$ cat src/hdl/pcpf_pkg.sv
// Shared types, codes and character helpers for the pixel command parser.
// Used by every module of the block; depends on nothing.
package pcpf_pkg;

	localparam int DIM_W = 13;

	localparam logic [7:0] CH_NUL = 8'd0;
	localparam logic [7:0] CH_NL  = 8'd10;
	localparam logic [7:0] CH_P   = "P";
	localparam logic [7:0] CH_X   = "X";
	localparam logic [7:0] CH_0   = "0";
	localparam logic [7:0] CH_9   = "9";

	localparam logic [2:0] KIND_SILENT = 3'd0;
	localparam logic [2:0] KIND_PIXEL  = 3'd1;
	localparam logic [2:0] KIND_SIZE   = 3'd2;
	localparam logic [2:0] KIND_STATS  = 3'd3;
	localparam logic [2:0] KIND_HELP   = 3'd4;
	localparam logic [2:0] KIND_ERROR  = 3'd5;

	localparam logic [2:0] ERR_NONE    = 3'd0;
	localparam logic [2:0] ERR_BAD_X   = 3'd1;
	localparam logic [2:0] ERR_NO_Y    = 3'd2;
	localparam logic [2:0] ERR_BAD_Y   = 3'd3;
	localparam logic [2:0] ERR_BAD_COL = 3'd4;
	localparam logic [2:0] ERR_COL_LEN = 3'd5;
	localparam logic [2:0] ERR_UNKNOWN = 3'd6;

	localparam logic REG_WIDTH  = 1'b0;
	localparam logic REG_HEIGHT = 1'b1;

	typedef struct packed {
		logic [7:0]  stream_byte;
		logic [15:0] connection_count;
	} cmd_t;

	typedef struct packed {
		logic [2:0]  reply_kind;
		logic [2:0]  error_code;
		logic [31:0] coord_x;
		logic [31:0] coord_y;
		logic [7:0]  red;
		logic [7:0]  green;
		logic [7:0]  blue;
		logic [31:0] pixels_drawn;
		logic [15:0] clients_seen;
		logic        wrote_pixel;
	} rsp_t;

	typedef enum logic [2:0] {
		PH_HEAD, PH_X, PH_Y, PH_HEX, PH_HEXDONE, PH_DECIDED
	} phase_t;

	typedef enum logic [1:0] {OP_REPLY, OP_READ, OP_DRAW} op_t;

	typedef struct packed {
		op_t         op;
		logic [2:0]  kind;
		logic [2:0]  err;
		logic [31:0] x;
		logic [31:0] y;
		logic [7:0]  r;
		logic [7:0]  g;
		logic [7:0]  b;
		logic [7:0]  a;
		logic [15:0] conn;
	} job_t;

	typedef struct packed {
		logic empty;
		logic full;
	} qstat_t;

	typedef enum logic [2:0] {
		BK_CLEAR, BK_IDLE, BK_ADDR, BK_READ, BK_MUL, BK_DONE
	} back_state_t;

	function automatic logic [7:0] word_char(logic [1:0] k, logic [2:0] p);
		logic [39:0] txt;
		logic [7:0]  c;
		case (k)
			2'd0: txt = {"SIZE", 8'h00};
			2'd1: txt = "STATS";
			2'd2: txt = {"HELP", 8'h00};
			default: txt = '0;
		endcase
		c = 8'h00;
		if (p < 3'd5) begin
			c = txt[39 - 8 * int'(p) -: 8];
		end
		return c;
	endfunction

	function automatic logic [2:0] word_len(logic [1:0] k);
		logic [2:0] l;
		case (k)
			2'd1: l = 3'd5;
			default: l = 3'd4;
		endcase
		return l;
	endfunction

	function automatic logic [2:0] word_kind(logic [1:0] k);
		logic [2:0] r;
		case (k)
			2'd0: r = KIND_SIZE;
			2'd1: r = KIND_STATS;
			default: r = KIND_HELP;
		endcase
		return r;
	endfunction

	// {valid, value} of a hex digit character
	function automatic logic [4:0] hex_digit(logic [7:0] c);
		logic [4:0] r;
		r = '0;
		if (c >= "0" && c <= "9") begin
			r = {1'b1, 4'(c - "0")};
		end else if (c >= "A" && c <= "F") begin
			r = {1'b1, 4'(c - "A" + 8'd10)};
		end else if (c >= "a" && c <= "f") begin
			r = {1'b1, 4'(c - "a" + 8'd10)};
		end
		return r;
	endfunction

endpackage

$ cat src/hdl/pcpf_queue.sv
// Four-entry job queue between the parser and the executor.
// Depends on pcpf_pkg.
module pcpf_queue
	import pcpf_pkg::*;
(
	input  logic   clk,
	input  logic   arst_n,
	input  logic   push,
	input  job_t   push_job,
	input  logic   pop,
	output job_t   head,
	output qstat_t stat
);

	job_t       slot_q [4];
	logic [1:0] wr_q, rd_q;
	logic [2:0] cnt_q;

	assign stat.empty = (cnt_q == 3'd0);
	assign stat.full  = (cnt_q == 3'd4);
	assign head       = slot_q[rd_q];

	always_ff @(posedge clk) begin
		if (push)
			slot_q[wr_q] <= push_job;
	end

	always_ff @(posedge clk or negedge arst_n) begin
		if (!arst_n) begin
			wr_q  <= '0;
			rd_q  <= '0;
			cnt_q <= '0;
		end else begin
			if (push)
				wr_q <= wr_q + 2'd1;
			if (pop)
				rd_q <= rd_q + 2'd1;
			cnt_q <= cnt_q + 3'(push) - 3'(pop);
		end
	end

endmodule

$ cat config.mk
export PLATFORM = sky130hd
export DESIGN_NAME = pcpf_queue
export DESIGN_NICKNAME = d
export VERILOG_FILES = /design/src/hdl/pcpf_pkg.sv /design/src/hdl/pcpf_queue.sv
export SDC_FILE = /design/constraint.sdc
export NUM_CORES = 1
export LEC_CHECK = 0
export ABC_AREA = 1
export BUFFER_PORTS_ARGS = -buffer_cell sky130_fd_sc_hd__buf_2
export CORE_ASPECT_RATIO = 0.8
export CORE_MARGIN = 3
export CORE_UTILIZATION = 50
export CTS_CLUSTER_DIAMETER = 100
export CTS_CLUSTER_SIZE = 40
export DETAILED_ROUTE_END_ITERATION = 8
export PLACE_DENSITY = 0.7
export SYNTH_ARGS = -nofsm -noshare
export SYNTH_HDL_FRONTEND = slang
export SYNTH_SLANG_ARGS = --single-unit
$ cat constraint.sdc
create_clock -name clk -period 5.8 [get_ports clk]
set_input_delay 0.87 -clock clk [delete_from_list [all_inputs] [get_ports clk]]
set_output_delay 0.87 -clock clk [all_outputs]
set_load 0.01 [all_outputs]
# Word level (Yosys, flattened, before mapping)
# Memory sizes are Yosys's and may differ from the RTL's.
# Cells that the tools add are included.
# classes
addsub,4
n_eq_ne,1
mux,2
n_reduce_logical,1
# ops
op,count
adder 2 x 1 -> 2 bit (second input constant),2
adder 3 x 1 -> 3 bit,1
equality test 3 bit (second input constant),1
logical NOT 3 bit,1
subtractor 3 x 1 -> 3 bit,1
2-to-1 mux 1 bit,2
# totals
ff_bits,7
ram_bits,480
inputBits,124
out_inout_bits,122
elab_cells,12
memories,1
# mem_list
memory,depth,width,read_ports,rd_clocked_by_memory_dff,write_ports,line_no,text
slot_q,4,120,1,0,1,pcpf_queue.sv:15,job_t slot_q [4];

# Logic depth before layout (Yosys ltp)
# depth
ltp_word,2
depth_mapped,10
depth_no_buf,10

# Worst setup path before layout
# No wires, ideal clock.
# synth_path
path_type,in2reg
startpoint,input push
endpoint,memory slot_q[1][0] in the netlist's numbering (enable)
setup_ps,473
arrival_ps,3483
required_time_ps,5327
slack_ps,1844
path_stages,3
path_buffers,1
path_cell_list,clkbuf_1 nand2_1 inv_1
# synth_between
elab_chain_cells,2
# synth_rtl
item,line_no,text
"start, declared",pcpf_queue.sv:8,"input logic push,"
2-to-1 mux 1 bit,pcpf_queue.sv:24,if (push)
2-to-1 mux 1 bit (not written as such),pcpf_queue.sv:25,slot_q[wr_q] <= push_job;
"end, declared",pcpf_queue.sv:15,
# No other way between the ends.

==> reports/results.tsv <==
metric	value	unit
status	finished clean	
total track usage	19.3	%
Setup Skew	0.0287	ns
Core Box Area	40100	um^2
top-count cell post-synth	nand2_1	
Power Dens Cells	459	nW/um^2
Worst-Skew Late Latency	0.56	ns
largest family of logic cells by synthesized area	simple AND/OR/NAND/NOR gates	
buffer count from post-CTS setup fixing	0	
Post-synth EDFFs	480	
Lkg Pwr	10.5	nW
unrepaired setup endpoints after global routing	false	
Clock Tree Root	clkbuf_16	
Layout Area Growth over Synthesis	9.83	%
share of the synthesized area in the top cell type	69.9	%
TritonRoute pass-1 iters	5	
worst hold margin	0.145	ns
Final ANT Viol Nets	0	
critical path arrival	3.30	ns
CTS tree	done	
Syn Area/Cell	10.7	um^2
Synth Instances	1926	
syn_nets	2057	
Placer Congestion	0.730	
Seq pwr share	46.7	%
Slew Limit Fails	0	
first-pass GRT wire length	67100	um
synth cell count leaders	nand2_1 (611), inv_1 (493), edfxtp_1 (480)	
cell taking the most area after synthesis	edfxtp_1	
IO Port Bufs	245	
FILL cells	3314	
largest cells by area after synthesis	edfxtp_1 (70%), nand2_1 (11%), inv_1 (9.0%), nand3_1 (5.9%), buf_6 (1.1%)	
drt total wl	42300	um
NumNets Final	2251	
Setup crit end kind	primary output	
HP Class	primary input to async pin	
Required @ worst endpoint	4.93	ns
H-tree levels	1	
routed vias	12813	
post-synthesis register bit count	487	
Std-Cell Rows	65	
Synth Cell Area	20600	um^2
simple-gate share of the synthesized area	17.0	%
Starting DRT DRC Count	934	
post-synthesis adder-cell area fraction	0.461	%
Post-route DRC	0	
CTS sink cnt	487	
die width	233	um
vias per inst	4.81	
VDD IR max	0.000292	V
Post-CTS Resized	0	
largest net degree at the start of global routing	116	
# IOs	246	
switch share	38.5	%
Final Setup Violations	0	
number of global-route vias before repair	12639	
Synth cell types	16	
Synth Area in XOR/XNOR	0.127	%
Worst-Margin Slew	0.994	ns
die area	43700	um^2
mux contribution to synthesized area	0	%
Sum Neg Setup Slack	0	ns
Sw Pwr	4.00	mW
Final period util	72.0	%
yosys warns	0	
CTS Hold Buffers Added	0	
Detailed Place HPWL	24800	um
ys flop type	edfxtp_1	
Max-cap violations	0	
Clk pin slew, worst setup/hold paths	0.13	ns
routed length per instance	15.9	um
critical path start-end classification	flip-flop to primary output	
clock share of power	14.9	%
final core utilization	56.5	%
fin crit period	4.17	ns
clk buf depth	3	
Async SR Flop Fraction	1.44	%
complex-gate fraction of the synthesized area	0.0243	%
Internal Power	6.40	mW
crit path launch type	flip-flop	
Hold Vio Cnt, Final	0	
initial antenna violation count	9	
total grt overflow	0	
die height	188	um
fmax	240	MHz
worst rel slew slack	33.7	%
Initial Util	51.4	%
ratio of cells with drive above 1 in the final layout	13.3	%
sequential element share of the synthesized area	70.8	%
Comb pwr share	38.4	%
worst-path fanout max	72	
TritonCTS Buffers	16	
layout by cell type (no fill, tap or decap), types with 6 or more instances in the layout:
cell type and instances:
nand2_1 611, inv_1 488, edfxtp_1 480, buf_2 245
nand3_1 241, clkbuf_16 17, ha_1 6, buf_4 6
cell families (layout without fill, tap and decap cells):
kind of cell | after synthesis | after routing
AND/OR/NAND/NOR | 854 | 854
other | 0 | 4
flip-flops | 487 | 487
XOR/XNOR | 3 | 3
AO/OA/AOI/OAI | 1 | 1
buffers and inverters | 574 | 774
adder cells (fa/ha/maj) | 7 | 7
cell type report:
class / count / area, um^2 / share of cell area [%]
diodes: 4 / 10.0 / 0.0442
clock buffers: 21 / 440 / 1.95
clock inverters: 3 / 45.0 / 0.199
inverters: 494 / 1870 / 8.27
multi-input cells: 865 / 3640 / 16.1
flip-flops and latches: 487 / 14600 / 64.5
well taps: 536 / 671 / 2.96
repair buffers: 256 / 1370 / 6.06
sequential cells by signal (all words and copies together) (netlist names):
name and flops:
slot_q 480, cnt_q 3, rd_q 2, wr_q 2
worst paths after layout:
kind | startpoint | end | slack, ns | cells past startpoint
worst min register to register | wr_q[0] | wr_q[0] | 0.55 | 1
worst max-delay path | rd_q[1] | head[38] | 1.63 | 5
worst min-delay path | arst_n | rd_q[0] | 0.15 | 1
worst max register to register | wr_q[0] | slot_q[0][73] | 3.52 | 5
max in group asynchronous | arst_n | rd_q[1] | 5.44 | 1
min in group clk | push_job[57] | slot_q[3][57] | 0.51 | 1
per-layer routing:
layer	vias to the layer above	track usage, %	routed length, um
met5	-	0	99
met4	16	3.95	780
met3	58	3.72	2800
met2	307	33.0	20500
met1	6085	25.9	18200
li1	6347	-	-
through the flow:
stage / area [um^2] / instances / total power, mW / setup slack [ns]
2_1_floorplan: 20600 / 1926 / 7.63 / 1.84
3_3_place_gp: 22100 / 2638 / 8.90 / 2.18
3_5_place_dp: 22100 / 2638 / 9.00 / 2.20
4_1_cts: 22600 / 2662 / 10.5 / 1.58
5_1_grt: 22600 / 2663 / 11.1 / 1.41
6_report: 22600 / 2666 / 10.4 / 1.63
worst max-delay path: stages, from the launching register on:
cell	delay, ns
dfrtp_4	0.77
inv_4	0.79
buf_4	0.69
nand3_1	0.14
nand2_1	0.15
buf_2	0.15
power by group through the flow:
stage,clock network [mW],logic [mW],registers (mW)
2_1_floorplan,0,2.78,4.85
3_3_place_gp,0,3.98,4.92
3_5_place_dp,0,4.05,4.95
4_1_cts,1.60,4.07,4.86
5_1_grt,1.71,4.49,4.92
6_report,1.55,3.99,4.86
(Power assumes the default switching activity.)
