==> src/hdl/pcpf_pkg.sv <==
// Shared types, codes and character helpers for the pixel command parser.
// Used by every module of the block; depends on nothing.
package pcpf_pkg;

	localparam int DIM_W = 13;

	localparam logic [7:0] CH_NUL = 8'd0;
	localparam logic [7:0] CH_NL  = 8'd10;
	localparam logic [7:0] CH_P   = "P";
	localparam logic [7:0] CH_X   = "X";
	localparam logic [7:0] CH_0   = "0";
	localparam logic [7:0] CH_9   = "9";

	localparam logic [2:0] KIND_SILENT = 3'd0;
	localparam logic [2:0] KIND_PIXEL  = 3'd1;
	localparam logic [2:0] KIND_SIZE   = 3'd2;
	localparam logic [2:0] KIND_STATS  = 3'd3;
	localparam logic [2:0] KIND_HELP   = 3'd4;
	localparam logic [2:0] KIND_ERROR  = 3'd5;

	localparam logic [2:0] ERR_NONE    = 3'd0;
	localparam logic [2:0] ERR_BAD_X   = 3'd1;
	localparam logic [2:0] ERR_NO_Y    = 3'd2;
	localparam logic [2:0] ERR_BAD_Y   = 3'd3;
	localparam logic [2:0] ERR_BAD_COL = 3'd4;
	localparam logic [2:0] ERR_COL_LEN = 3'd5;
	localparam logic [2:0] ERR_UNKNOWN = 3'd6;

	localparam logic REG_WIDTH  = 1'b0;
	localparam logic REG_HEIGHT = 1'b1;

	typedef struct packed {
		logic [7:0]  stream_byte;
		logic [15:0] connection_count;
	} cmd_t;

	typedef struct packed {
		logic [2:0]  reply_kind;
		logic [2:0]  error_code;
		logic [31:0] coord_x;
		logic [31:0] coord_y;
		logic [7:0]  red;
		logic [7:0]  green;
		logic [7:0]  blue;
		logic [31:0] pixels_drawn;
		logic [15:0] clients_seen;
		logic        wrote_pixel;
	} rsp_t;

	typedef enum logic [2:0] {
		PH_HEAD, PH_X, PH_Y, PH_HEX, PH_HEXDONE, PH_DECIDED
	} phase_t;

	typedef enum logic [1:0] {OP_REPLY, OP_READ, OP_DRAW} op_t;

	typedef struct packed {
		op_t         op;
		logic [2:0]  kind;
		logic [2:0]  err;
		logic [31:0] x;
		logic [31:0] y;
		logic [7:0]  r;
		logic [7:0]  g;
		logic [7:0]  b;
		logic [7:0]  a;
		logic [15:0] conn;
	} job_t;

	typedef struct packed {
		logic empty;
		logic full;
	} qstat_t;

	typedef enum logic [2:0] {
		BK_CLEAR, BK_IDLE, BK_ADDR, BK_READ, BK_MUL, BK_DONE
	} back_state_t;

	function automatic logic [7:0] word_char(logic [1:0] k, logic [2:0] p);
		logic [39:0] txt;
		logic [7:0]  c;
		case (k)
			2'd0: txt = {"SIZE", 8'h00};
			2'd1: txt = "STATS";
			2'd2: txt = {"HELP", 8'h00};
			default: txt = '0;
		endcase
		c = 8'h00;
		if (p < 3'd5) begin
			c = txt[39 - 8 * int'(p) -: 8];
		end
		return c;
	endfunction

	function automatic logic [2:0] word_len(logic [1:0] k);
		logic [2:0] l;
		case (k)
			2'd1: l = 3'd5;
			default: l = 3'd4;
		endcase
		return l;
	endfunction

	function automatic logic [2:0] word_kind(logic [1:0] k);
		logic [2:0] r;
		case (k)
			2'd0: r = KIND_SIZE;
			2'd1: r = KIND_STATS;
			default: r = KIND_HELP;
		endcase
		return r;
	endfunction

	// {valid, value} of a hex digit character
	function automatic logic [4:0] hex_digit(logic [7:0] c);
		logic [4:0] r;
		r = '0;
		if (c >= "0" && c <= "9") begin
			r = {1'b1, 4'(c - "0")};
		end else if (c >= "A" && c <= "F") begin
			r = {1'b1, 4'(c - "A" + 8'd10)};
		end else if (c >= "a" && c <= "f") begin
			r = {1'b1, 4'(c - "a" + 8'd10)};
		end
		return r;
	endfunction

endpackage

==> src/hdl/pcpf_front.sv <==
// Byte parser: tracks one text line and emits a classified job at newline.
// Depends on pcpf_pkg.
module pcpf_front
	import pcpf_pkg::*;
(
	input  logic clk,
	input  logic arst_n,
	input  logic take,
	input  cmd_t cmd,
	output logic push,
	output job_t job
);

	phase_t      phase_q, phase_n;
	logic [3:0]  prefix_q, prefix_n;
	logic [2:0]  hcnt_q, hcnt_n;
	logic [31:0] x_q, x_n, y_q, y_n, hex_q, hex_n;
	logic [3:0]  tally_q, tally_n;
	logic [2:0]  dkind_q, dkind_n, derr_q, derr_n;
	logic        ended_q, ended_n;

	logic [7:0]  b;
	logic        is_dig;
	logic [3:0]  dval;
	logic [4:0]  hx;

	assign b      = cmd.stream_byte;
	assign is_dig = (b >= CH_0) && (b <= CH_9);
	assign dval   = 4'(b - CH_0);
	assign hx     = hex_digit(b);

	always_comb begin
		logic [3:0] pfx;
		logic       done;
		phase_n  = phase_q;
		prefix_n = prefix_q;
		hcnt_n   = hcnt_q;
		x_n      = x_q;
		y_n      = y_q;
		hex_n    = hex_q;
		tally_n  = tally_q;
		dkind_n  = dkind_q;
		derr_n   = derr_q;
		ended_n  = ended_q;
		pfx      = prefix_q;
		done     = 1'b0;
		if (take) begin
			if (b == CH_NL) begin
				phase_n  = PH_HEAD;
				prefix_n = 4'hF;
				hcnt_n   = '0;
				x_n      = '0;
				y_n      = '0;
				hex_n    = '0;
				tally_n  = '0;
				dkind_n  = KIND_SILENT;
				derr_n   = ERR_NONE;
				ended_n  = 1'b0;
			end else if (!ended_q) begin
				if (b == CH_NUL) begin
					ended_n = 1'b1;
				end else begin
					case (phase_q)
						PH_HEAD: begin
							if (pfx[0] && hcnt_q == 3'd2) begin
								phase_n = PH_X;
								tally_n = '0;
							end else begin
								if (pfx[0] && ((hcnt_q == 3'd0 && b != CH_P) ||
										(hcnt_q == 3'd1 && b != CH_X)))
									pfx[0] = 1'b0;
								for (int k = 0; k < 3; k++) begin
									if (pfx[k+1] && !done) begin
										if (hcnt_q >= word_len(2'(k)) ||
												b != word_char(2'(k), hcnt_q)) begin
											pfx[k+1] = 1'b0;
										end else if ((4'(hcnt_q) + 4'd1) ==
												4'(word_len(2'(k)))) begin
											phase_n = PH_DECIDED;
											dkind_n = word_kind(2'(k));
											derr_n  = ERR_NONE;
											done    = 1'b1;
										end
									end
								end
								prefix_n = pfx;
								if (!done && hcnt_q < 3'd7)
									hcnt_n = hcnt_q + 3'd1;
							end
						end
						PH_X: begin
							if (is_dig) begin
								x_n     = (x_q << 3) + (x_q << 1) + 32'(dval);
								tally_n = 4'd1;
							end else if (tally_q == '0) begin
								phase_n = PH_DECIDED;
								dkind_n = KIND_ERROR;
								derr_n  = ERR_BAD_X;
							end else begin
								phase_n = PH_Y;
								tally_n = '0;
							end
						end
						PH_Y: begin
							if (is_dig) begin
								y_n     = (y_q << 3) + (y_q << 1) + 32'(dval);
								tally_n = 4'd1;
							end else if (tally_q == '0) begin
								phase_n = PH_DECIDED;
								dkind_n = KIND_ERROR;
								derr_n  = ERR_BAD_Y;
							end else begin
								phase_n = PH_HEX;
								tally_n = '0;
							end
						end
						PH_HEX: begin
							if (hx[4]) begin
								hex_n = {hex_q[27:0], hx[3:0]};
								if (tally_q < 4'd15)
									tally_n = tally_q + 4'd1;
							end else if (tally_q == '0) begin
								phase_n = PH_DECIDED;
								dkind_n = KIND_ERROR;
								derr_n  = ERR_BAD_COL;
							end else begin
								phase_n = PH_HEXDONE;
							end
						end
						default: begin
						end
					endcase
				end
			end
		end
	end

	// classify the line as it stands when the newline arrives
	always_comb begin
		job      = '0;
		job.op   = OP_REPLY;
		job.conn = cmd.connection_count;
		case (phase_q)
			PH_HEAD: begin
				if (hcnt_q >= 3'd2) begin
					job.kind = KIND_ERROR;
					job.err  = ERR_UNKNOWN;
				end
			end
			PH_X: begin
				job.kind = KIND_ERROR;
				job.err  = (tally_q != '0) ? ERR_NO_Y : ERR_BAD_X;
			end
			PH_Y: begin
				if (tally_q == '0) begin
					job.kind = KIND_ERROR;
					job.err  = ERR_BAD_Y;
				end else begin
					job.op   = OP_READ;
					job.kind = KIND_PIXEL;
					job.x    = x_q;
					job.y    = y_q;
				end
			end
			PH_HEX, PH_HEXDONE: begin
				if (tally_q == '0) begin
					job.kind = KIND_ERROR;
					job.err  = ERR_BAD_COL;
				end else if (tally_q == 4'd6 || tally_q == 4'd8 || tally_q == 4'd2) begin
					job.x = x_q;
					job.y = y_q;
					job.a = 8'd255;
					if (tally_q == 4'd6) begin
						job.r = hex_q[23:16];
						job.g = hex_q[15:8];
						job.b = hex_q[7:0];
					end else if (tally_q == 4'd8) begin
						job.r = hex_q[31:24];
						job.g = hex_q[23:16];
						job.b = hex_q[15:8];
						job.a = hex_q[7:0];
					end else begin
						job.r = hex_q[7:0];
						job.g = hex_q[7:0];
						job.b = hex_q[7:0];
					end
					// alpha zero: silent, nothing drawn or counted
					job.op = (job.a == 8'd0) ? OP_REPLY : OP_DRAW;
				end else begin
					job.kind = KIND_ERROR;
					job.err  = ERR_COL_LEN;
				end
			end
			default: begin
				job.kind = dkind_q;
				job.err  = derr_q;
			end
		endcase
	end

	assign push = take && (b == CH_NL);

	always_ff @(posedge clk or negedge arst_n) begin
		if (!arst_n) begin
			phase_q  <= PH_HEAD;
			prefix_q <= 4'hF;
			hcnt_q   <= '0;
			x_q      <= '0;
			y_q      <= '0;
			hex_q    <= '0;
			tally_q  <= '0;
			dkind_q  <= KIND_SILENT;
			derr_q   <= ERR_NONE;
			ended_q  <= 1'b0;
		end else begin
			phase_q  <= phase_n;
			prefix_q <= prefix_n;
			hcnt_q   <= hcnt_n;
			x_q      <= x_n;
			y_q      <= y_n;
			hex_q    <= hex_n;
			tally_q  <= tally_n;
			dkind_q  <= dkind_n;
			derr_q   <= derr_n;
			ended_q  <= ended_n;
		end
	end

endmodule

==> config.mk <==
export PLATFORM = sky130hd
export DESIGN_NAME = pcpf_front
export DESIGN_NICKNAME = d
export VERILOG_FILES = /design/src/hdl/pcpf_pkg.sv /design/src/hdl/pcpf_front.sv
export SDC_FILE = /design/constraint.sdc
export NUM_CORES = 1
export LEC_CHECK = 0
export BUFFER_PORTS_ARGS = -buffer_cell sky130_fd_sc_hd__buf_2
export CAP_MARGIN = 20
export CORE_ASPECT_RATIO = 1.25
export CORE_MARGIN = 2
export CORE_UTILIZATION = 50
export DETAILED_ROUTE_END_ITERATION = 12
export HOLD_SLACK_MARGIN = 0.03
export PLACE_DENSITY = 0.71
export SETUP_SLACK_MARGIN = 0.3
export SLEW_MARGIN = 20
export SYNTH_ARGS = -nofsm -noshare
export SYNTH_HDL_FRONTEND = slang
export SYNTH_SLANG_ARGS = --single-unit
==> constraint.sdc <==
create_clock -name clk -period 5.1 [get_ports clk]
set_input_delay 1.02 -clock clk [delete_from_list [all_inputs] [get_ports clk]]
set_output_delay 1.02 -clock clk [all_outputs]
set_load 0.03 [all_outputs]
Yosys cells after proc, flatten, opt, wreduce, memory -nomap -nowiden
Cells that the tools add are included.
{"block": "totals", "input_bits": 27, "regBits": 117, "out_inout_bits": 121, "wordCells": 375}
{"block": "classes", "shifts": 3, "order_cmp": 13, "n_eq_ne": 33, "addsub": 13, "muxes": 246, "reduce_logical": 54}
{"op": "40-bit 2-to-1 mux", "n": 21}
{"op": "32-bit 2-to-1 mux", "n": 16}
{"op": "3-bit 2-to-1 mux", "n": 105}
{"op": "8-bit 2-to-1 mux", "n": 29}
{"op": "96-bit 2-to-1 mux", "n": 2}
{"op": "47-bit by 7-bit indexed part select with 8-bit output", "n": 3}
{"op": "64-bit case mux with 2 select lines", "n": 1}
{"op": "32-bit adder", "n": 2}
{"op": "32-bit by 4-bit adder with 32-bit output", "n": 2}
{"op": "64-bit 2-to-1 mux", "n": 1}
{"op": "4-bit 2-to-1 mux", "n": 13}
{"op": "24-bit 2-to-1 mux", "n": 2}
{"op": "1-bit 2-to-1 mux", "n": 39}
{"op": "3-bit != test, second input constant", "n": 10}
{"op": "7-bit AND reduction", "n": 4}
{"op": "8-bit != test", "n": 3}
{"op": "3-bit case mux with 4 select lines", "n": 2}
{"op": "6-bit case mux with 4 select lines", "n": 1}
{"op": "2-bit nonzero test", "n": 12}
{"op": "5-bit AND reduction", "n": 4}
{"op": "6-bit 2-to-1 mux", "n": 3}
{"op": "8-bit by 7-bit >= comparator with 1-bit output, second input constant", "n": 2}
{"op": "8-bit by 7-bit less-or-equal comparator with 1-bit output, second input constant", "n": 2}
{"op": "8-bit zero test", "n": 2}
{"op": "other kinds (41)", "n": 81}

Logic depth before layout (Yosys ltp)
Gate-level depths: netlist of run 1.
{"block": "logic_depth", "depth_word": 121, "mapped_depth": 14, "depth_no_buf": 13}

Worst setup path before layout of run 1
OpenSTA, ideal clock, no wires.
{"block": "synth_path", "kind": "input to register", "from": "input cmd[19] (netlist name)", "to": "register y_q[30]", "t_arrival_ps": 3733, "slack_ps": 1240, "t_required_ps": 4973, "cell_stages": 12, "n_path_buf": 0, "setup_ps": 127, "path_cell_list": "fa_1 -> inv_1 -> fa_1 -> and2b_1 -> o21a_2 -> o21ai_2 -> and2_4 -> o41ai_4 -> a211oi_1 -> o41ai_2 -> xnor2_1 -> o21ai_2"}
{"block": "synth_between", "elab_chain_cells": 7, "word_cells_on_any_way": 17, "cone_classes": "add/sub: 2; order compare: 2; eq/ne: 3; mux: 5; reduce/logical: 5"}
{"element": "start, declared", "line": "pcpf_front.sv:9", "text": "input cmd_t cmd,"}
{"element": "4-bit by 1-bit subtractor with 4-bit output", "line": "pcpf_front.sv:29", "text": "assign dval = 4'(b - CH_0);"}
{"element": "32-bit by 4-bit adder with 32-bit output", "line": "pcpf_front.sv:106", "text": "y_n = (y_q << 3) + (y_q << 1) + 32'(dval);"}
{"element": "32-bit 2-to-1 mux", "line": "pcpf_front.sv:105", "text": "if (is_dig) begin"}
{"element": "32-bit 2-to-1 mux", "line": "pcpf_front.sv:63", "text": "case (phase_q)"}
{"element": "32-bit 2-to-1 mux", "line": "pcpf_front.sv:60", "text": "if (b == CH_NUL) begin"}
{"element": "32-bit 2-to-1 mux", "line": "pcpf_front.sv:59", "text": "end else if (!ended_q) begin"}
{"element": "32-bit 2-to-1 mux", "line": "pcpf_front.sv:48", "text": "if (b == CH_NL) begin"}
{"element": "end signal, assigned", "line": "pcpf_front.sv:220", "text": "y_q <= y_n;"}
{"element": "end, declared", "line": "pcpf_front.sv:17", "text": "logic [31:0] x_q, x_n, y_q, y_n, hex_q, hex_n;"}
Parallel ways exist; a longest one is shown, timed or not. The select of a mux whose other input is x is not followed.
A chain may end at the register's enable or synchronous reset.

==> qor.txt, run 1 <==
Post-synth ARST share = 100%
Antenna Violating Nets Remaining = 0
Cells after Synth = 1300
most frequent CP cell = and2_1
Starting Density = 50.7%
first-pass GRT wire length = 44.3 mm
net count after synthesis = 1460
clk sinks = 117
Placed Instances = 1622
Final Cycle Share = 87.2%
status = completed
post-synth cell types = 80
die area = 22200 um2
H-Tree Depth = 4
slew margin rel. = 35.3%
Core Area = 20700 um2
dpl cell area = 11100 um2
Worst Setup End Kind = primary output
share of cells above drive strength 1 = 14.0%
Hold Vio Cnt, Final = 0
VDD IR-drop max = 0.000240 V
drt pass-1 iters = 5
DR vias = 9781
critical path arrival = 3.43 ns
number of global-route vias before repair = 9259
CP startpoint kind = flop
initial antenna violation count = 2
Crit path required time = 4.08 ns
Yosys top cell by area = dfrtp_1
Multi-input gate area = 7100 um2
worst-case clock buffer depth = 2
die width = 134 um
Post-synth EDFFs = 0
Synth Cell Area = 10500 um2
final setup fails = 0
total of max-cap violations = 0
fin cells = 1657
design area = 11800 um2
pin count of the biggest net entering global routing = 76
Main synth FF type = dfrtp_1
syn avg cell area = 8.07 um2
Final Skew = 0.0109 ns
Yosys reg bits = 117
final net count = 1529
Port Buf Inserts = 115
detailed-route wire length per cell = 16.1 um
Die H = 166 um
Worst-Skew Late Latency = 0.42 ns
WHS = 0.480 ns
static leakage = 5.95 nW
register area share after synthesis = 28.0%
# hold bufs at CTS = 0
crit path max fanout = 22
slowest stage delay, CP = 0.47 ns
TritonCTS clock tree = yes
synth top area cells = dfrtp_1 (27%), ha_1 (15%), nand2_1 (7.4%)
Final TNS setup = 0 ns
Area Overhead vs Synth = 12.8%
global route overflow = 0
fillcell total = 1913
Slew @ Worst Pin = 0.968 ns
critical-path cell list = inv_1, ha_1, nor2b_1, and2_1, a21oi_2, o21a_1, o22ai_4, buf_4, and2_1, buf_2
gpl congestion = 0.901
Synth Warn # = 0
dpl hpwl = 19.6 mm
initial detailed-routing violation count = 645
CP max stage cell = and2_1
Post-CTS Setup Repair Bufs = 0
Remaining DRCs = 0
Clk pin slew, worst setup/hold paths = 0.06 ns
IO Pins = 148
crit path time final = 4.45 ns
total wire length = 26.7 mm
num rows = 59
Tightest Hold Check Type = reg -> reg
Synth top area share = 27.0%
Root Buffer = clkbuf_16
storage element area = 2930 um2
TritonCTS Buffers = 17
Pins Over Slew Limit = 0
Avg Vias per Cell = 5.90
critical path class = reg -> out
Max Clock Freq = 225 MHz
RSZ-0062 raised after global routing = false
All-Layer GR Usage = 24.0%
Power Density = 222 nW/um2
## cell type report
type | instances | share of cell area, %
timing repair buffer | 126 | 5.76
inverter | 34 | 1.08
tap | 274 | 2.90
clock buffer | 24 | 4.16
sequential | 117 | 24.8
clock inverter | 8 | 1.23
multi-input combinational | 1073 | 60.1
antenna | 1 | 0.0212
## state kept, by name (all words and copies together) (netlist names)
name / cells
derr_q: 3
x_q: 32
dkind_q: 3
hex_q: 32
tally_q: 4
phase_q: 3
y_q: 32
ended_q: 1
prefix_q: 4
hcnt_q: 3
## kinds of logic after synthesis
logic type | synth area share, %
AOI/OAI and AO/OA | 23.9
xor gates and xnor gates | 4.51
adders and majority gates | 16.2
buffers and inverters | 4.74
DFF | 28.0
muxes | 0.406
and+or+nand+nor | 22.4
## worst max-delay path, delay by kind of cell (launching register included)
kind / cells / cell delay (ns)
and+or+nand+nor: 3 / 0.98
adders and majority gates: 1 / 0.18
AOI/OAI and AO/OA: 3 / 0.83
DFF: 1 / 0.41
buffers and inverters: 3 / 0.63
## metrics by stage
stage          setup WS, ns  power [W]  utilization, %
3_3_place_gp          0.829    0.00134            53.9
2_1_floorplan          1.24    0.00128               -
6_report              0.652    0.00263            57.2
5_1_grt               0.398    0.00274            57.2
3_5_place_dp          0.796    0.00135            53.9
4_1_cts               0.516    0.00265            57.0
## layout by cell type (no fill, tap or decap), types with 5 or more instances in the layout
master     count
and2_1        73
nand4_1       13
dfrtp_1      113
o211ai_1       5
xnor2_1       32
o21a_1        10
a21o_1        24
o21ai_0      106
o22ai_1       22
o21ai_1       18
nand3_1       32
buf_2        114
xor2_1        22
clkbuf_16     17
a21oi_1       69
nand2b_1      11
buf_4         11
nor4_1         5
a31oi_1        7
o21bai_1       7
o31ai_1       32
nor2b_1       10
a211o_1        7
nor2_1        93
nand2_1      208
or3_1          9
a211oi_1      11
and3_1         6
ha_1         129
nor3_1        23
inv_1         34
## path summary, 6_finish.rpt
path                               end        start  cells past startpoint  slack, ns
setup / recovery               job[72]   tally_q[0]                     10       0.65
hold / removal             prefix_q[0]  prefix_q[0]                      2       0.48
setup reg to reg             derr_q[0]    hcnt_q[0]                     11       1.49
hold reg to reg            prefix_q[0]  prefix_q[0]                      2       0.48
max in group asynchronous       x_q[3]       arst_n                      2       3.70
min in group asynchronous    hex_q[24]       arst_n                      1       0.50
## report_power, final
group	total, W	internal (W)	switching, W
Sequential	0.00101	0.000959	0.0000498
Clock	0.00130	0.000868	0.000427
Combinational	0.000327	0.000120	0.000208
Total	0.00263	0.00195	0.000685
## synth_stat cells, types with 23 or more instances
cell type,number
nand3_1,32
ha_1,129
o22ai_1,23
nor2_1,94
o31ai_1,32
dfrtp_1,113
a21oi_1,70
nor3_1,23
xnor2_1,32
o21ai_0,107
inv_1,34
nand2_1,208
a21o_1,24
and2_1,73
clkbuf_1,46
## per-layer routing
metal / part of all wire [%] / routed length (um) / GRT usage, %
met4: 3.4 / 904 / 9.67
met5: 0.049 / 13 / 0
met3: 4.5 / 1210 / 3.72
met1: 44 / 11700 / 30.1
met2: 48 / 12900 / 41.4
## timing repair
item	in CTS	in global routing
hold endpoints to repair	0	0
gates resized for setup	0	1
endpoints found under the setup margin	0	45
No activity file was read; power rests on OpenSTA's default activity.
==> run 2, diff against run 1 <==
--- a/config.mk
+++ b/config.mk
@@ -8,7 +8,7 @@
 export BUFFER_PORTS_ARGS = -buffer_cell sky130_fd_sc_hd__buf_2
 export CAP_MARGIN = 20
 export CORE_ASPECT_RATIO = 1.25
-export CORE_MARGIN = 2
+export CORE_MARGIN = 5
 export CORE_UTILIZATION = 50
 export DETAILED_ROUTE_END_ITERATION = 12
 export HOLD_SLACK_MARGIN = 0.03
==> run 2 against run 1 <==
Utilization shrank 0.26 points. Power down 2.8%. Final area shrank 0.11%. Register-to-register slack lost 0.09 ns. Hold slack worse by 0.0075 ns. Non-clock buffer count grew 3. Global-route usage is 0.71 points lower. Combinational power is 2% higher. Worst setup slack worse by 0.0025 ns. Clock-buffer cell count fell by 2. First-iteration DRC count shrank 12%. Clock skew is 0.0022 ns lower.
==> qor.txt, run 2 (synthesis results as in run 1) <==
status = completed (unchanged)
Final TNS setup = 0 ns (unchanged)
TritonCTS clock tree = yes (unchanged)
Clk network pwr share = 47.5% (was 49.2%)
number of global-route vias before repair = 9472 (was 9259)
R2R depth = 11 (unchanged)
Antenna Violating Nets Remaining = 0 (unchanged)
Max Clock Freq = 225 MHz (about the same)
die area = 24000 um2 (was 22200 um2)
critical path class = reg -> out (unchanged)
Core Area = 20700 um2 (about the same)
total of max-cap violations = 0 (unchanged)
Power Density = 217 nW/um2 (was 222 nW/um2)
Remaining DRCs = 0 (unchanged)
critical path arrival = 3.43 ns (about the same)
crit path time final = 4.45 ns (about the same)
Crit path required time = 4.08 ns (about the same)
most frequent cells in the layout = nand2_1 (208), ha_1 (129), buf_2 (114) (unchanged)
Starting Density = 50.6% (was 50.7%)
All-Layer GR Usage = 23.3% (was 24.0%)
Tightest Hold Check Type = reg -> reg (unchanged)
Die H = 172 um (was 166 um)
TritonCTS Buffers = 17 (unchanged)
pre-CTS WS = 0.739 ns (was 0.796 ns)
worst-case clock buffer depth = 2 (unchanged)
Critical R2R Launch = hcnt_q[1] (was hcnt_q[0])
first-pass GRT wire length = 46.5 mm (was 44.3 mm)
VDD IR-drop max = 0.000214 V (was 0.000240 V)
slew margin rel. = 43.9% (was 35.3%)
Final Skew = 0.00865 ns (was 0.0109 ns)
static leakage = 5.95 nW (about the same)
Port Buf Inserts = 115 (unchanged)
Root Buffer = clkbuf_16 (unchanged)
largest registers = hex_q (32), x_q (32), y_q (32) (unchanged)
initial antenna violation count = 2 (unchanged)
share of cells above drive strength 1 = 14.1% (was 14.0%)
Worst Setup End Kind = primary output (unchanged)
IO Pins = 148 (unchanged)
Worst-Skew Late Latency = 0.43 ns (was 0.42 ns)
die width = 140 um (was 134 um)
R2R Setup Slk = 1.40 ns (was 1.49 ns)
DR vias = 9698 (was 9781)
Hold Vio Cnt, Final = 0 (unchanged)
pin count of the biggest net entering global routing = 65 (was 76)
commonest non-fill, non-tap cell in the layout = nand2_1 (unchanged)
final setup fails = 0 (unchanged)
initial detailed-routing violation count = 568 (was 645)
gpl congestion = 0.900 (was 0.901)
H-Tree Depth = 4 (unchanged)
Slew @ Worst Pin = 0.840 ns (was 0.968 ns)
r2r endpoint = hcnt_q[1] (was derr_q[0])
global route overflow = 0 (unchanged)
crit path max fanout = 17 (was 22)
Pins Over Slew Limit = 0 (unchanged)
CP startpoint kind = flop (unchanged)
storage element area = 2930 um2 (unchanged)
hold path cells = 2 (unchanged)
Net Sw Frac = 27.6% (was 26.0%)
Multi-input gate area = 7100 um2 (unchanged)
worst setup margin = 0.650 ns (was 0.652 ns)
dpl hpwl = 20.4 mm (was 19.6 mm)
Area Overhead vs Synth = 12.6% (was 12.8%)
hold path endpoint = dkind_q[1] (was prefix_q[0])
Final Cycle Share = 87.3% (was 87.2%)
Clk pin slew, worst setup/hold paths = 0.05 ns (was 0.06 ns)
combinational power share = 13.0% (was 12.4%)
RSZ-0062 raised after global routing = false (unchanged)
detailed-route wire length per cell = 17.1 um (was 16.1 um)
internal power = 0.00185 W (was 0.00195 W)
clk sinks = 117 (unchanged)
total wire length = 28.3 mm (was 26.7 mm)
Min-Delay Startpoint = dkind_q[1] (was prefix_q[0])
switching power = 0.000706 W (was 0.000685 W)
final net count = 1532 (was 1529)
# hold bufs at CTS = 0 (unchanged)
num rows = 59 (unchanged)
fillcell total = 1905 (was 1913)
drt pass-1 iters = 6 (was 5)
Avg Vias per Cell = 5.84 (was 5.90)
part of the power in registers = 39.5% (was 38.3%)
-- run 2: power by group through the flow --
stage          clock [W]  combinational (W)  sequential (W)
6_report         0.00122           0.000333         0.00101
3_3_place_gp           0           0.000319         0.00102
4_1_cts          0.00123           0.000333         0.00101
3_5_place_dp           0           0.000327         0.00103
2_1_floorplan          0           0.000287        0.000990
5_1_grt          0.00128           0.000372         0.00101
-- run 2: through the flow --
stage	total power (W)	util [%]	hold slack, ns	area [um2]	cells
2_1_floorplan	0.00128	-	0.441	10500	1300
3_3_place_gp	0.00134	53.8	0.464	11200	1623
3_5_place_dp	0.00135	53.8	0.467	11200	1623
4_1_cts	0.00258	56.9	0.479	11800	1659
5_1_grt	0.00266	57.0	0.508	11800	1660
6_report	0.00256	57.0	0.472	11800	1660
-- run 2: how the worst max path moves through the flow --
stage,startpoint,to,slack [ns],cells after the start
5_1_grt,tally_q[0],job[104],0.43,9
6_report,tally_q[0],job[87],0.65,9
3_3_place_gp,cmd[19],y_q[30],0.82,13
4_1_cts,tally_q[0],job[74],0.41,11
3_5_place_dp,tally_q[0],job[74],0.74,10
2_1_floorplan,cmd[19],y_q[30],1.24,12
-- run 2: final cells by class --
type                    instances  share of cell area (%)
multi-input cells            1073                    60.1
clock inverters                10                    1.10
flip-flops and latches        117                    24.8
clock buffers                  22                    3.84
inverters                      34                    1.08
diodes                          1                  0.0212
repair buffers                129                    6.10
well taps                     274                    2.90
-- run 2: worst max-delay path, stage by stage (launching register included) --
cell and delay [ns]:
dfrtp_1 0.41, inv_1 0.12, ha_1 0.18, nor2b_1 0.35, and2_1 0.46, a21oi_2 0.21, o21a_1 0.27, o22ai_2 0.59
and2_1 0.21, buf_2 0.19
-- run 2: metal layers --
layer / part of all wire [%] / track usage (%) / up-vias / wire [um]
met5: 0.028 / 0 / - / 8
met4: 2.5 / 8.22 / 2 / 722
met3: 6.2 / 4.98 / 49 / 1750
met2: 49 / 41.6 / 276 / 13900
met1: 42 / 28.0 / 4571 / 12000
li1: - / - / 4800 / -
-- run 2: timing repair --
item,4_1_cts,5_1_grt
resized for setup,0,1
buffers inserted,3,0
cloned,1,0
endpoints found under the setup margin,16,55
pin swaps,1,0
